$ cat config.mk
export PLATFORM = sky130hd
export DESIGN_NAME = form_query_decoder_core_flat
export DESIGN_NICKNAME = d
export VERILOG_FILES = /design/src/rtl/fqd_pkg.sv /design/src/rtl/fqd_in_if.sv /design/src/rtl/fqd_out_if.sv /design/src/rtl/fqd_front.sv /design/src/rtl/fqd_queue.sv /design/src/rtl/fqd_back.sv /design/src/rtl/form_query_decoder_core.sv /design/src/flat_wrapper.sv
export SDC_FILE = /design/constraint.sdc
export NUM_CORES = 1
export LEC_CHECK = 0
export BUFFER_PORTS_ARGS = -buffer_cell sky130_fd_sc_hd__buf_2
export CORE_ASPECT_RATIO = 0.8
export CORE_UTILIZATION = 60
export CTS_CLUSTER_SIZE = 10
export DETAILED_ROUTE_END_ITERATION = 16
export HOLD_SLACK_MARGIN = 0.08
export PLACE_DENSITY = 0.77
export SETUP_SLACK_MARGIN = 0.4
export SYNTH_ARGS = -nofsm -noshare
export SYNTH_HDL_FRONTEND = slang
export SYNTH_HIERARCHICAL = 1
export SYNTH_SLANG_ARGS = --single-unit
$ cat constraint.sdc
create_clock -name clk -period 3.9 [get_ports clk]
set_clock_uncertainty 0.2 [all_clocks]
set_input_delay 0 -clock clk [delete_from_list [all_inputs] [get_ports clk]]
set_output_delay 0 -clock clk [all_outputs]
set_load 0.005 [all_outputs]
$ cat src/rtl/fqd_pkg.sv
// ----------------------------------------------------------------------------
// fqd_pkg
// Shared types, result codes and the hex digit decoder for the form query
// decoder.
// ----------------------------------------------------------------------------
package fqd_pkg;

	typedef enum logic [2:0] {
		KIND_NAME_CHAR  = 3'd0,
		KIND_VALUE_CHAR = 3'd1,
		KIND_NAME_END   = 3'd2,
		KIND_PAIR_END   = 3'd3,
		KIND_ERROR      = 3'd4,
		KIND_QUERY_END  = 3'd5
	} kind_t;

	typedef enum logic [1:0] {
		ESC_NONE = 2'd0,
		ESC_HIGH = 2'd1,
		ESC_LOW  = 2'd2,
		ESC_XTRA = 2'd3
	} esc_phase_t;

	localparam logic [7:0] CHAR_PERCENT = 8'h25;
	localparam logic [7:0] CHAR_PLUS    = 8'h2b;
	localparam logic [7:0] CHAR_EQUALS  = 8'h3d;
	localparam logic [7:0] CHAR_AMP     = 8'h26;
	localparam logic [7:0] CHAR_SPACE   = 8'h20;
	localparam logic [7:0] OFS_DIGIT    = 8'h30;
	localparam logic [7:0] OFS_UPPER    = 8'h37;
	localparam logic [7:0] OFS_LOWER    = 8'h57;
	localparam logic [7:0] SPAN_ALPHA   = 8'h05;
	localparam logic [7:0] SPAN_DIGIT   = 8'h09;

	// one queue entry holds all results of one input word (1 to 3)
	typedef struct packed {
		logic [1:0]  cnt;
		kind_t       k0;
		logic [7:0]  ch0;
		kind_t       k1;
		kind_t       k2;
	} entry_t;

	// {valid, nibble}
	function automatic logic [4:0] hex_value(input logic [7:0] c);
		logic [7:0] d;
		logic [7:0] u;
		logic [7:0] l;
		d = c - OFS_DIGIT;
		u = c - (OFS_UPPER + 8'h0a);
		l = c - (OFS_LOWER + 8'h0a);
		if (d <= SPAN_DIGIT) begin
			hex_value = {1'b1, d[3:0]};
		end else if (u <= SPAN_ALPHA) begin
			hex_value = {1'b1, 4'(c - OFS_UPPER)};
		end else if (l <= SPAN_ALPHA) begin
			hex_value = {1'b1, 4'(c - OFS_LOWER)};
		end else begin
			hex_value = 5'd0;
		end
	endfunction

endpackage

$ cat src/rtl/fqd_in_if.sv
// ----------------------------------------------------------------------------
// fqd_in_if
// Query byte channel: valid/ready handshake with one raw byte and its end mark.
// ----------------------------------------------------------------------------
interface fqd_in_if;
	logic       valid;
	logic       ready;
	logic [7:0] data_byte;
	logic       last_byte;

	modport source (output valid, output data_byte, output last_byte, input ready);
	modport sink   (input valid, input data_byte, input last_byte, output ready);
endinterface

$ cat src/rtl/fqd_out_if.sv
// ----------------------------------------------------------------------------
// fqd_out_if
// Result channel: valid/ready handshake with one decoded result word.
// ----------------------------------------------------------------------------
interface fqd_out_if;
	logic       valid;
	logic       ready;
	logic [2:0] kind;
	logic [7:0] decoded_char;
	logic       run_end;

	modport source (output valid, output kind, output decoded_char, output run_end,
		input ready);
	modport sink   (input valid, input kind, input decoded_char, input run_end,
		output ready);
endinterface

$ cat src/rtl/fqd_front.sv
// ----------------------------------------------------------------------------
// fqd_front
// Accepts query bytes, tracks parse state and packs the results of each byte
// into one queue entry.
// ----------------------------------------------------------------------------
module fqd_front (
	input  logic            clk,
	input  logic            arst_n,
	fqd_in_if.sink          query,
	input  logic            q_full,
	output logic            push,
	output fqd_pkg::entry_t push_entry
);

	logic                   in_value_q;
	fqd_pkg::esc_phase_t    esc_q;
	logic [3:0]             high_nibble_q;
	logic                   name_nonempty_q;
	logic                   discarding_q;

	logic                   in_value_nx;
	fqd_pkg::esc_phase_t    esc_nx;
	logic [3:0]             high_nibble_nx;
	logic                   name_nonempty_nx;
	logic                   discarding_nx;

	logic                   accept;
	logic [7:0]             c;
	logic                   last;
	logic [4:0]             hex;
	fqd_pkg::kind_t         chk;
	logic                   err;
	logic                   closed;
	logic                   clear;
	logic                   p_valid;
	fqd_pkg::kind_t         p_kind;
	logic [7:0]             p_char;
	logic [1:0]             tn;
	fqd_pkg::kind_t         t1;
	fqd_pkg::kind_t         t2;

	assign query.ready = !q_full;
	assign accept      = query.valid && !q_full;
	assign c           = query.data_byte;
	assign last        = query.last_byte;
	assign hex         = fqd_pkg::hex_value(c);
	assign chk         = in_value_q ? fqd_pkg::KIND_VALUE_CHAR : fqd_pkg::KIND_NAME_CHAR;

	always_comb begin
		in_value_nx      = in_value_q;
		esc_nx           = esc_q;
		high_nibble_nx   = high_nibble_q;
		name_nonempty_nx = name_nonempty_q;
		discarding_nx    = discarding_q;
		err              = 1'b0;
		closed           = 1'b0;
		clear            = 1'b0;
		p_valid          = 1'b0;
		p_kind           = chk;
		p_char           = 8'h00;
		tn               = 2'd0;
		t1               = fqd_pkg::KIND_PAIR_END;
		t2               = fqd_pkg::KIND_QUERY_END;
		push_entry       = '0;
		push             = 1'b0;

		if (discarding_q) begin
			clear = last;
		end else begin
			priority if (esc_q == fqd_pkg::ESC_HIGH) begin
				if (!hex[4]) begin
					err = 1'b1;
				end else begin
					high_nibble_nx = hex[3:0];
					esc_nx         = fqd_pkg::ESC_LOW;
				end
			end else if (esc_q != fqd_pkg::ESC_NONE) begin
				if (!hex[4]) begin
					err = 1'b1;
				end else begin
					p_valid = 1'b1;
					p_char  = {high_nibble_q, hex[3:0]};
					esc_nx  = fqd_pkg::ESC_NONE;
					if (!in_value_q)
						name_nonempty_nx = 1'b1;
				end
			end else if (c == fqd_pkg::CHAR_PERCENT) begin
				esc_nx = fqd_pkg::ESC_HIGH;
			end else if (!in_value_q && c == fqd_pkg::CHAR_EQUALS) begin
				if (!name_nonempty_q) begin
					err = 1'b1;
				end else begin
					p_valid     = 1'b1;
					p_kind      = fqd_pkg::KIND_NAME_END;
					in_value_nx = 1'b1;
				end
			end else if (in_value_q && c == fqd_pkg::CHAR_AMP) begin
				p_valid          = 1'b1;
				p_kind           = fqd_pkg::KIND_PAIR_END;
				in_value_nx      = 1'b0;
				name_nonempty_nx = 1'b0;
				closed           = 1'b1;
			end else begin
				p_valid = 1'b1;
				p_char  = (c == fqd_pkg::CHAR_PLUS) ? fqd_pkg::CHAR_SPACE : c;
				if (!in_value_q)
					name_nonempty_nx = 1'b1;
			end

			if (!err && last) begin
				priority if (esc_nx != fqd_pkg::ESC_NONE) begin
					err = 1'b1;
				end else if (closed) begin
					tn    = 2'd1;
					t1    = fqd_pkg::KIND_QUERY_END;
					clear = 1'b1;
				end else if (!in_value_nx) begin
					err = 1'b1;
				end else begin
					tn    = 2'd2;
					clear = 1'b1;
				end
			end

			if (err) begin
				clear         = 1'b1;
				push          = accept;
				push_entry.cnt = 2'd1;
				push_entry.k0  = fqd_pkg::KIND_ERROR;
				push_entry.ch0 = 8'h00;
				push_entry.k1  = fqd_pkg::KIND_ERROR;
				push_entry.k2  = fqd_pkg::KIND_ERROR;
			end else if (p_valid) begin
				push           = accept;
				push_entry.cnt = 2'({1'b0, p_valid} + tn);
				push_entry.k0  = p_kind;
				push_entry.ch0 = p_char;
				push_entry.k1  = t1;
				push_entry.k2  = t2;
			end else begin
				push           = accept && (tn != 2'd0);
				push_entry.cnt = tn;
				push_entry.k0  = t1;
				push_entry.ch0 = 8'h00;
				push_entry.k1  = t2;
				push_entry.k2  = t2;
			end
		end

		if (clear) begin
			in_value_nx      = 1'b0;
			esc_nx           = fqd_pkg::ESC_NONE;
			high_nibble_nx   = 4'd0;
			name_nonempty_nx = 1'b0;
			discarding_nx    = 1'b0;
		end
		// error not on the last word: drop until the last word
		if (!discarding_q && err && !last)
			discarding_nx = 1'b1;
	end

	always_ff @(posedge clk or negedge arst_n) begin
		if (!arst_n) begin
			in_value_q      <= 1'b0;
			esc_q           <= fqd_pkg::ESC_NONE;
			high_nibble_q   <= 4'd0;
			name_nonempty_q <= 1'b0;
			discarding_q    <= 1'b0;
		end else if (accept) begin
			in_value_q      <= in_value_nx;
			esc_q           <= esc_nx;
			high_nibble_q   <= high_nibble_nx;
			name_nonempty_q <= name_nonempty_nx;
			discarding_q    <= discarding_nx;
		end
	end

endmodule

$ cat src/rtl/fqd_queue.sv
// ----------------------------------------------------------------------------
// fqd_queue
// Small FIFO of result entries between the front and back parts.
// ----------------------------------------------------------------------------
module fqd_queue #(
	parameter int DEPTH = 2
) (
	input  logic            clk,
	input  logic            arst_n,
	input  logic            push,
	input  fqd_pkg::entry_t push_entry,
	input  logic            pop,
	output logic            full,
	output logic            empty,
	output fqd_pkg::entry_t head
);

	localparam int PW = (DEPTH > 1) ? $clog2(DEPTH) : 1;
	localparam int CW = $clog2(DEPTH + 1);

	fqd_pkg::entry_t mem [DEPTH];
	logic [PW-1:0]   wr_ptr_q;
	logic [PW-1:0]   rd_ptr_q;
	logic [CW-1:0]   count_q;
	logic            do_push;
	logic            do_pop;

	assign full    = (count_q == CW'(DEPTH));
	assign empty   = (count_q == '0);
	assign head    = mem[rd_ptr_q];
	assign do_push = push && !full;
	assign do_pop  = pop && !empty;

	function automatic logic [PW-1:0] wrap_inc(input logic [PW-1:0] p);
		wrap_inc = (p == PW'(DEPTH - 1)) ? '0 : PW'(p + 1'b1);
	endfunction

	always_ff @(posedge clk) begin
		if (do_push)
			mem[wr_ptr_q] <= push_entry;
	end

	always_ff @(posedge clk or negedge arst_n) begin
		if (!arst_n) begin
			wr_ptr_q <= '0;
			rd_ptr_q <= '0;
			count_q  <= '0;
		end else begin
			if (do_push)
				wr_ptr_q <= wrap_inc(wr_ptr_q);
			if (do_pop)
				rd_ptr_q <= wrap_inc(rd_ptr_q);
			if (do_push && !do_pop)
				count_q <= CW'(count_q + 1'b1);
			else if (do_pop && !do_push)
				count_q <= CW'(count_q - 1'b1);
		end
	end

endmodule

$ cat src/rtl/fqd_back.sv
// ----------------------------------------------------------------------------
// fqd_back
// Unpacks queue entries into single result words behind an output register.
// ----------------------------------------------------------------------------
module fqd_back (
	input  logic            clk,
	input  logic            arst_n,
	input  logic            q_empty,
	input  fqd_pkg::entry_t head,
	output logic            pop,
	fqd_out_if.source       result
);

	logic           res_valid_q;
	fqd_pkg::kind_t res_kind_q;
	logic [7:0]     res_char_q;
	logic           res_end_q;
	logic [1:0]     sub_q;

	logic           load;
	logic           sub_last;
	fqd_pkg::kind_t sel_kind;

	assign load     = !q_empty && (!res_valid_q || result.ready);
	assign sub_last = (2'(sub_q + 2'd1) == head.cnt);
	assign pop      = load && sub_last;

	always_comb begin
		unique case (sub_q)
			2'd0:    sel_kind = head.k0;
			2'd1:    sel_kind = head.k1;
			default: sel_kind = head.k2;
		endcase
	end

	always_ff @(posedge clk or negedge arst_n) begin
		if (!arst_n) begin
			res_valid_q <= 1'b0;
			sub_q       <= 2'd0;
		end else if (load) begin
			res_valid_q <= 1'b1;
			sub_q       <= sub_last ? 2'd0 : 2'(sub_q + 2'd1);
		end else if (result.ready) begin
			res_valid_q <= 1'b0;
		end
	end

	always_ff @(posedge clk) begin
		if (load) begin
			res_kind_q <= sel_kind;
			res_char_q <= (sub_q == 2'd0) ? head.ch0 : 8'h00;
			res_end_q  <= sub_last;
		end
	end

	assign result.valid        = res_valid_q;
	assign result.kind         = res_kind_q;
	assign result.decoded_char = res_char_q;
	assign result.run_end      = res_end_q;

endmodule

$ cat src/rtl/form_query_decoder_core.sv
// ----------------------------------------------------------------------------
// form_query_decoder_core
// Streaming decoder for form-urlencoded query bytes.
// An accepted byte's results are written to the entry queue, then unpacked into the output register.
// Throughput: one byte per cycle while the queue is not full; the result port moves one word per cycle
// while result ready is high, so a byte that gives two or three results holds that port for as long.
// Reset clears parse state, the entry queue and the output register.
// ----------------------------------------------------------------------------
module form_query_decoder_core #(
	parameter int QUEUE_DEPTH = 2
) (
	input  logic      clk,
	input  logic      arst_n,
	fqd_in_if.sink    query,
	fqd_out_if.source result
);

	logic            q_full;
	logic            q_empty;
	logic            push;
	logic            pop;
	fqd_pkg::entry_t push_entry;
	fqd_pkg::entry_t head;

	fqd_front u_front (
		.clk        (clk),
		.arst_n     (arst_n),
		.query      (query),
		.q_full     (q_full),
		.push       (push),
		.push_entry (push_entry)
	);

	fqd_queue #(
		.DEPTH (QUEUE_DEPTH)
	) u_queue (
		.clk        (clk),
		.arst_n     (arst_n),
		.push       (push),
		.push_entry (push_entry),
		.pop        (pop),
		.full       (q_full),
		.empty      (q_empty),
		.head       (head)
	);

	fqd_back u_back (
		.clk     (clk),
		.arst_n  (arst_n),
		.q_empty (q_empty),
		.head    (head),
		.pop     (pop),
		.result  (result)
	);

endmodule

$ cat src/flat_wrapper.sv
// flat-port wrapper written by rule: the top's interface ports become plain ports
module form_query_decoder_core_flat 
#(
	parameter int QUEUE_DEPTH = 2
)
  (clk, arst_n, query_valid, query_data_byte, query_last_byte, query_ready, result_valid, result_kind, result_decoded_char, result_run_end, result_ready);
  fqd_in_if query_i ();
  fqd_out_if result_i ();
  input  logic clk;
  input  logic arst_n;
  input wire logic [$bits(query_i.valid)-1:0] query_valid;
  input wire logic [$bits(query_i.data_byte)-1:0] query_data_byte;
  input wire logic [$bits(query_i.last_byte)-1:0] query_last_byte;
  output wire logic [$bits(query_i.ready)-1:0] query_ready;
  output wire logic [$bits(result_i.valid)-1:0] result_valid;
  output wire logic [$bits(result_i.kind)-1:0] result_kind;
  output wire logic [$bits(result_i.decoded_char)-1:0] result_decoded_char;
  output wire logic [$bits(result_i.run_end)-1:0] result_run_end;
  input wire logic [$bits(result_i.ready)-1:0] result_ready;
  assign query_i.valid = query_valid;
  assign query_i.data_byte = query_data_byte;
  assign query_i.last_byte = query_last_byte;
  assign query_ready = query_i.ready;
  assign result_valid = result_i.valid;
  assign result_kind = result_i.kind;
  assign result_decoded_char = result_i.decoded_char;
  assign result_run_end = result_i.run_end;
  assign result_i.ready = result_ready;
  form_query_decoder_core #(.QUEUE_DEPTH(QUEUE_DEPTH)) u_core (.clk(clk), .arst_n(arst_n), .query(query_i), .result(result_i));
endmodule
After elaboration in Yosys (flattened, before gate mapping)
Memory sizes are Yosys's and may differ from the RTL's.
Index checks and enable logic that the tools add are counted.

storage, ports and cells
  bits in registers = 28
  bits in writable memories = 38
  input bits = 13
  output and inout bits = 14
  logic and storage cells = 183
  memories = 1

memory list
  name                depth  bits a word  rd ports  clocked after Yosys merged registers in  wr ports  RTL line         source
  u_core.u_queue.mem  2      19           1         0                                        1         fqd_queue.sv:21  fqd_pkg::entry_t mem [DEPTH];

operators by class
  $add $sub $neg = 11
  magnitude comparators = 3
  equal/unequal tests = 13
  muxes and demuxes = 105
  reductions and logical operators = 37

operators by type and width
  operator               number
  $mux W1                62
  $mux W19               3
  $mux W8                7
  $mux W2                18
  $eq A8 B6 Y1 const B   4
  $mux W3                7
  $le A8 B3 Y1 const B   2
  $mux W4                4
  $reduce_bool A2 Y1     8
  $sub A8 B7 Y8 const B  2
  $mux W5                3
  $logic_and A1 B1 Y1    13
  $logic_not A1 Y1       9
  $ne A3 B3 Y1 const B   3
  $le A8 B4 Y1 const B   1
  $sub A4 B3 Y4 const B  2
  $sub A8 B6 Y8 const B  1
  $pmux W3 S2            1
  $reduce_and A6 Y1      1
  $add A2 B1 Y2 const B  2
  $eq A2 B1 Y1 const B   2
  $logic_not A2 Y1       2
  $reduce_and A2 Y1      2
  $reduce_and A4 Y1      1
  8 further kinds        9

Logic depth before layout (Yosys ltp)
Gate-level depths: netlist of the first run.

  word-level depth = 23
  gate-level depth with buffers = 16
  mapped depth without buffers = 14

Modules after synthesis
The synthesis of the first run kept the hierarchy.

by module, submodules not included
  module     instances  cells each  area each (um^2)  seq. area each (um^2)
  fqd_queue  1          78          1566.5            1241.2
  fqd_front  1          192         1333.8            225.2
  fqd_back   1          50          661.9             435.4

Least setup slack after synthesis of the first run
No wires, ideal clock.

  path type = input to register
  start point = in query_data_byte[1]
  end point = mem u_core/u_queue/mem[0][0] (netlist bit), enable pin
  library setup time = 0.395 ns
  arrival = 2.737 ns
  data required time = 3.305 ns
  path slack = 0.568 ns
  stages on the path = 12
  buffers on the path = 2
  cell sequence = inv_1 -> ha_1 -> clkbuf_1 -> or3b_1 -> a21oi_1 -> a21oi_1 -> a21o_1 -> clkbuf_1 -> o21ai_0 -> and3_1 -> nand2_1 -> nor2_1

on the way
  cells in the longest elaborated chain, start to end = 21
  elaborated cells between the ends (all ways) = 65
  those cells by class = add/sub: 3; order compare: 3; eq/ne: 3; mux: 48; reduce/logical: 8

RTL lines
  element                                                     RTL line                        source
  from (decl)                                                 flat_wrapper.sv:12              input wire logic [$bits(query_i.data_byte)-1:0] query_data_byte;
  $sub A8 B7 Y8 / $eq A8 B6 Y1 (equally long branches)        fqd_pkg.sv:51, fqd_front.sv:97
  $le A8 B3 Y1 / $logic_and A1 B1 Y1 (equally long branches)  fqd_pkg.sv:56, fqd_front.sv:97
  $mux W5 / $mux W1 (equally long branches)                   fqd_pkg.sv:56, fqd_front.sv:97
  $mux W5 / $mux W1 (equally long branches)                   fqd_pkg.sv:54, fqd_front.sv:89
  $mux W5 / $mux W1 (equally long branches)                   fqd_pkg.sv:52, fqd_front.sv:87
  $mux W2 (tied with other cells)                             fqd_front.sv:78                 if (!hex[4]) begin
  $mux W2 (tied with other cells)                             fqd_front.sv:77                 end else if (esc_q != fqd_pkg::ESC_NONE) begin
  $mux W2 (tied with other cells)                             fqd_front.sv:70                 priority if (esc_q == fqd_pkg::ESC_HIGH) begin
  [... 6 more ...]                                            -
  $logic_and A1 B1 Y1                                         fqd_front.sv:141                push = accept && (tn != 2'd0);
  $mux W1                                                     fqd_front.sv:133                end else if (p_valid) begin
  $mux W1 *                                                   fqd_front.sv:125                if (err) begin
  $mux W1 *                                                   fqd_front.sv:67                 if (discarding_q) begin
  via u_core.push                                             form_query_decoder_core.sv:20   logic push;
  $logic_and A1 B1 Y1 *                                       fqd_queue.sv:31                 assign do_push = push && !full;
  $mux W1 *                                                   fqd_queue.sv:39                 if (do_push)
  $mux W1 (implied by the code) *                             fqd_queue.sv:40                 mem[wr_ptr_q] <= push_entry;
  to (decl)                                                   fqd_queue.sv:21

The timed path passes the listed nets; every way through them passes the cells marked *. The select of a mux whose other input is x is not followed.

==> results of run 1 <==
==> cells in the mapped netlist (2+ instances only) <==
library cell / instances / area, sq um
a211oi_1: 3 / 22.5
a21o_1: 4 / 30.0
a21oi_1: 16 / 80.1
a22oi_1: 6 / 45.0
a31oi_1: 5 / 31.3
a32oi_1: 5 / 43.8
and2_1: 10 / 62.6
and3_1: 3 / 18.8
buf_4: 4 / 30.0
clkbuf_1: 14 / 52.6
dfrtp_1: 16 / 400
edfxtp_1: 50 / 1500
ha_1: 11 / 138
inv_1: 23 / 86.3
mux2_1: 19 / 214
nand2_1: 25 / 93.8
nand2b_1: 4 / 25.0
nand3_1: 5 / 25.0
nor2_1: 18 / 67.6
nor2b_1: 2 / 12.5
nor3_1: 7 / 35.0
nor4_1: 6 / 37.5
nor4b_1: 2 / 17.5
o21a_1: 2 / 15.0
o21ai_0: 13 / 65.1
o21ai_1: 3 / 15.0
o22ai_1: 3 / 18.8
o2bb2ai_1: 2 / 17.5
o31a_1: 2 / 17.5
o31ai_1: 3 / 22.5
or3_1: 4 / 25.0
or3b_1: 2 / 17.5
or4b_1: 2 / 20.0
xnor2_1: 4 / 35.0
xor2_1: 3 / 26.3
==> per-stage QoR <==
step           util (%)  hold slack (ps)  instance area [sq um]
2_1_floorplan         -             -496                   3560
3_3_place_gp       66.6             -261                   3720
3_5_place_dp       66.6             -251                   3720
4_1_cts            73.1             89.2                   4090
5_1_grt            74.1              138                   4140
6_report           74.1              121                   4140
==> layout make-up <==
type | count | area share (%)
Tap cell | 78 | 2.36
Timing Repair Buffer | 44 | 7.26
Clock buffer | 9 | 2.99
Clock inverter | 7 | 2.42
Inverter | 23 | 2.09
Sequential cell | 66 | 46.0
Multi-Input combinational cell | 211 | 36.9
==> layer usage <==
metal	global-route usage, %	vias to the layer above
met4	7.71	0
li1	-	1245
met2	42.9	107
met1	38.3	1269
met3	8.05	16
met5	0	-
==> kinds of logic (layout without fill, tap and decap cells) <==
group | after synthesis | in the layout | synth area share (%)
DFF | 66 | 66 | 53.4
and+or+nand+nor | 96 | 96 | 14.4
adders and majority gates | 11 | 11 | 3.86
other | 1 | 1 | 0.105
muxes | 19 | 19 | 6.01
AOI/OAI and AO/OA | 77 | 77 | 15.3
buffers and inverters | 43 | 83 | 5.20
xor gates and xnor gates | 7 | 7 | 1.72
==> critical path: stages <==
cell	delay, ps
dlygate4sd3_1	520
buf_2	190
inv_1	120
ha_1	240
or3b_1	370
a21oi_2	240
a2111oi_4	110
nor2_2	210
inv_1	90
ha_1	180
o21ai_0	90
or4b_1	520
a2111oi_4	400
==> repair_timing <==
| item | 4_1_cts | 5_1_grt |
|---|---|---|
| buffers inserted | 0 | 0 |
| endpoints found under the setup margin | 0 | 37 |
| hold buffers | 14 | 0 |
| hold endpoints to repair | 47 | 0 |
| resized for setup | 0 | 9 |
==> worst paths after layout <==
check | start | endpoint | slack (ps) | depth (start not counted)
setup / recovery | query_data_byte[0] | u_core/u_queue/mem[0][18]$_DFFE_PP_ | 580 | 13
hold / removal | query_data_byte[1] | u_core/u_front/high_nibble_q[1]$_DFFE_PN0P_ | 120 | 5
setup reg to reg | u_core/u_front/in_value_q$_DFFE_PN0P_ | u_core/u_queue/mem[0][18]$_DFFE_PP_ | 1020 | 8
hold reg to reg | u_core/u_queue/wr_ptr_q$_DFFE_PN0P_ | u_core/u_queue/wr_ptr_q$_DFFE_PN0P_ | 330 | 1
max in group asynchronous | arst_n | u_core/u_front/esc_q[1]$_DFFE_PN0P_ | 2300 | 3
min in group asynchronous | arst_n | u_core/u_front/high_nibble_q[3]$_DFFE_PN0P_ | 670 | 3
==> flip-flops by register name (all words and copies together) (netlist names), 2 cells and up <==
register,count
u_core/u_front/esc_q,2
u_core/u_queue/count_q,2
u_core/u_queue/mem,38
u_core/u_front/high_nibble_q,4
u_core/u_back/result.kind,3
u_core/u_back/result.decoded_char,8
u_core/u_back/sub_q,2
==> power breakdown <==
part / switching (mW) / internal, mW
sequential: 0.0717 / 1.01
combinational: 0.434 / 0.310
clock: 0.278 / 0.365
==> cell usage in the layout (no fill, tap or decap), types with 5 or more instances in the layout <==
master and instances:
a31oi_1 5, and2_1 10, nor4_1 5, clkbuf_8 9, nand2_1 25, nor2_1 17
buf_2 26, nor3_1 7, nand3_1 5, dfrtp_1 16, edfxtp_1 50, o21ai_0 13
a32oi_1 5, dlygate4sd3_1 14, inv_1 23, a22oi_1 6, ha_1 10, a21oi_1 14
mux2_1 19
==> metrics.md, run 1 <==
| Metric | Value |
|---|---|
| Setup tns final | 0 ps |
| Largest net degree at the start of global routing | 21 |
| Die area | between 6000 and 7000 sq um |
| Antenna-violating nets left | 0 |
| Routed met2 length | around 3.6 mm |
| Top sig layer | met4 |
| Seq/Total Area, Yosys | 53.4% |
| Layout cells sized above 1 | 16.1% |
| GPL Wtd Cong | roughly 0.94 |
| Area grow syn2layout | 16.1% |
| Reg clk slew, reported paths | roughly 70 ps |
| Maxcap violations | 0 |
| Final HPWL DP | approximately 5.1 mm |
| Sink Count | 66 |
| Pwr per Cell Area | 596 nW/um^2 |
| Placed Cells incl. Taps | 408 |
| Worst setup SP type | input pin |
| Synth async-reset ratio | roughly 24% |
| Static Leak | about 1.6 nW |
| Tmin final | 3320 ps |
| Chip width | 88.1 um |
| Worst-path fanout max | 9 |
| RSZ-0062 raised after global routing | false |
| Final worst slack | around 580 ps |
| Metal-1 WL | 3.36 mm |
| YS warnings | 6 |
| Area of the multi-input gates | 1530 sq um |
| DRT iter0 DRCs | 209 |
| Routed wl met3 | 455 um |
| Setup CP Type | in -> reg |
| Skew-Pair Late Insertion Delay | roughly 350 ps |
| Peak supply drop | 0.673 mV |
| First-pass GRT wire length | 12.8 mm |
| Root buf cell | clkbuf_8 |
| Count of final max-slew check failures | 0 |
| Nets | between 300 and 400 |
| Die height | between 70 and 80 um |
| DR WL/cell | 17.2 um |
| Router iterations before antenna repair | 5 |
| Req. time, crit path | 3840 ps |
| Slew margin rel. | 22.4% |
| Place WS | 541 ps |
| Core area | 5590 sq um |
| CTS tree | built |
| Register area | 1900 sq um |
| Syn Area/Cell | 11.1 sq um |
| Hold Vio Cnt, Final | 0 |
| Remaining Overflow, GRT | 0 |
| Tightest Pin Transition | between 1000 and 1500 ps |
| Yosys reg bits | 66 |
| CTS Buf Count | 9 |
| Worst Hold Class | in -> reg |
| Post-synth top flop | edfxtp_1 |
| Via count | 2637 |
| WL final | between 7 and 8 mm |
| IO Pins | 27 |
| Port Buffers | 26 |
| Num rows | 24 |
| Status | complete, no violations |
| WP data arrival | 3260 ps |
| Vias in the first global route | 2550 |
| GRT Total Usage | 27.7% |
| Synthesized cell area | 3560 sq um |
| Maximum clock rate | 0.302 GHz |
| Initial core utilization | 63.8% |
| DR DRC count | 0 |
| CP Capture Type | flip-flop |
| Initial antenna violation count | 0 |
| Final setup violation count | 0 |
| Post-Synthesis Cells | between 300 and 400 |
| Post-synth EDFFs | 50 |
| Vias per cell | between 6 and 7 |
| Final cycle utilization of the critical path | between 80% and 90% |
| Total power | 2.47 mW |
| Syn Nets | 344 |
| Distinct cell type count after synthesis | 54 |
| Final Non-Filler Cells | roughly 440 |
| H-tree depth | 3 |
| Number of diodes | 0 |
| # fillers | 407 |
| Clock Path Buffers | 2 |
Power figures use the tool's default switching activity.
==> run 2, diff against run 1 <==
Settings changed: CORE_UTILIZATION 60 to 49, PLACE_DENSITY 0.77 to 0.67.
Clock period 3.9 ns to 3.02 ns, I/O delays scaled along.
==> metrics.md, run 2 (synthesized netlist as in run 1, its figures left out) <==
| Metric | Value |
|---|---|
| Die area | 7620 sq um |
| Pwr per Cell Area | approximately 710 nW/um^2 |
| Final cycle utilization of the critical path | around 88% |
| Bufs and invs on worst path | 1 |
| Number of diodes | 0 |
| Router iterations before antenna repair | 5 |
| Number of flip-flops in the largest register | 38 |
| Skew-Pair Late Insertion Delay | 350 ps |
| Clock Path Buffers | 2 |
| Commonest non-fill, non-tap cell in the layout | edfxtp_1 |
| CP Capture Type | flip-flop |
| Hold Worst Slack | 115 ps |
| DR DRC count | 0 |
| Peak supply drop | 0.313 mV |
| Via count | 2681 |
| Layout cells sized above 1 | 23.6% |
| # fillers | ~520 |
| WP data arrival | 2610 ps |
| GRT Total Usage | 22.1% |
| DRT iter0 DRCs | 207 |
| Reg clk slew, reported paths | approximately 80 ps |
| Worst setup SP type | flip-flop |
| Static Leak | approximately 1.7 nW |
| Initial antenna violation count | 0 |
| Tmin final | 2650 ps |
| Req. time, crit path | 2970 ps |
| Top reg by flops | u_core/u_queue/mem |
| Family with the most delay on the worst path | simple AND/OR/NAND/NOR gates |
| Crit path depth | 8 |
| Chip width | 97.3 um |
| WL final | 7.65 mm |
| Hold Vio Cnt, Final | 0 |
| Maxcap violations | 0 |
| Place WS | -4.15 ps |
| Largest net degree at the start of global routing | 20 |
| Antenna-violating nets left | 0 |
| CP max-delay cell | or4b_4 |
| CTS tree | built |
| Initial core utilization | 51.2% |
| Tightest Pin Transition | 1080 ps |
| Core area | around 7000 sq um |
| Count of final max-slew check failures | 0 |
| IO Pins | 27 |
| Setup CP Type | reg -> reg |
| Worst hold stages | 5 |
| Nets | 400 |
| CTS Buf Count | 9 |
| Slew margin rel. | about 27% |
| FF-to-FF path depth | 8 |
| Die height | 78.3 um |
| Worst-path fanout max | 6 |
| Sequence of cells on the critical path | nor4_4 -> o2bb2ai_2 -> nor2_2 -> inv_2 -> ha_4 -> o21ai_2 -> or4b_4 -> a2111oi_4 |
| Sink Count | 66 |
| RSZ-0062 raised after global routing | true |
| Status | complete, no violations |
| Worst reg2reg setup slack | ~370 ps |
| Maximum clock rate | 0.377 GHz |
| Worst path max stage delay | 500 ps |
| Final worst slack | ~370 ps |
| Vias per cell | 5.73 |
| H-tree depth | 3 |
| GPL Wtd Cong | approximately 0.9 |
| Area grow syn2layout | 24.3% |
| Vias in the first global route | roughly 2600 |
| Final Non-Filler Cells | 468 |
| Final Util | 63.6% |
| Final setup violation count | 0 |
| First-pass GRT wire length | 13.0 mm |
| Most frequent cells in the layout | 50 x edfxtp_1, 26 x buf_2, 24 x nand2_1 |
| Remaining Overflow, GRT | 0 |
| Worst Hold Class | in -> reg |
| Port Buffers | 26 |
| Placed Cells incl. Taps | about 430 |
| DR WL/cell | 16.4 um |
| Final HPWL DP | 5.12 mm |
| Num rows | 27 |
| Total power | 3.16 mW |
| Root buf cell | clkbuf_8 |
[run 2: stage by stage]
| step | setup TNS, ps | instance area, sq um |
|---|---|---|
| after global placement | 0 | 3870 |
| after detailed placement | -8.26 | 3870 |
| after global routing | 0 | 4430 |
| after CTS | 0 | 4350 |
| final | 0 | 4430 |
| after floorplan | 0 | 3620 |
[run 2: worst paths after layout]
path | start | end
max in group asynchronous | arst_n | u_core/u_front/esc_q[1]$_DFFE_PN0P_
setup reg to reg | u_core/u_front/in_value_q$_DFFE_PN0P_ | u_core/u_queue/mem[1][18]$_DFFE_PP_
hold / removal | query_valid | u_core/u_queue/wr_ptr_q$_DFFE_PN0P_
setup / recovery | u_core/u_front/in_value_q$_DFFE_PN0P_ | u_core/u_queue/mem[1][18]$_DFFE_PP_
hold reg to reg | u_core/u_back/sub_q[1]$_DFFE_PN0P_ | u_core/u_back/sub_q[1]$_DFFE_PN0P_
min in group asynchronous | arst_n | u_core/u_back/sub_q[1]$_DFFE_PN0P_
[run 2: final cells by class]
class | instances | area (sq um) | area share (%)
Sequential cell | 66 | 1900 | 43.0
Multi-Input combinational cell | 211 | 1620 | 36.5
Timing Repair Buffer | 65 | 503 | 11.4
Clock buffer | 9 | 124 | 2.80
Tap cell | 87 | 109 | 2.46
Inverter | 23 | 88.8 | 2.01
Clock inverter | 7 | 82.6 | 1.86
[run 2: report_power, final]
part / internal [mW] / switching [mW]
combinational: 0.443 / 0.542
sequential: 1.30 / 0.101
clock: 0.395 / 0.381
[run 2: repair_timing]
action	CTS	global route
buffers inserted	2	3
hold buffers	22	0
endpoints found under the hold margin	47	0
gates resized for setup	7	13
pin swaps	2	4
gates cloned	0	0
endpoints found under the setup margin	2	57
[run 2: worst reg2reg max path, cell delays in order (launching register included)]
cell	delay (ps)
dfrtp_2	450
nor4_4	310
o2bb2ai_2	130
nor2_2	200
inv_2	80
ha_4	160
o21ai_2	60
or4b_4	500
a2111oi_4	380
[run 2: per-layer routing]
| metal | track usage, % | wire [um] |
|---|---|---|
| met3 | 7.03 | 424 |
| met4 | 7.06 | 91 |
| met1 | 29.3 | 3540 |
| met5 | 0 | 0 |
| met2 | 34.6 | 3600 |
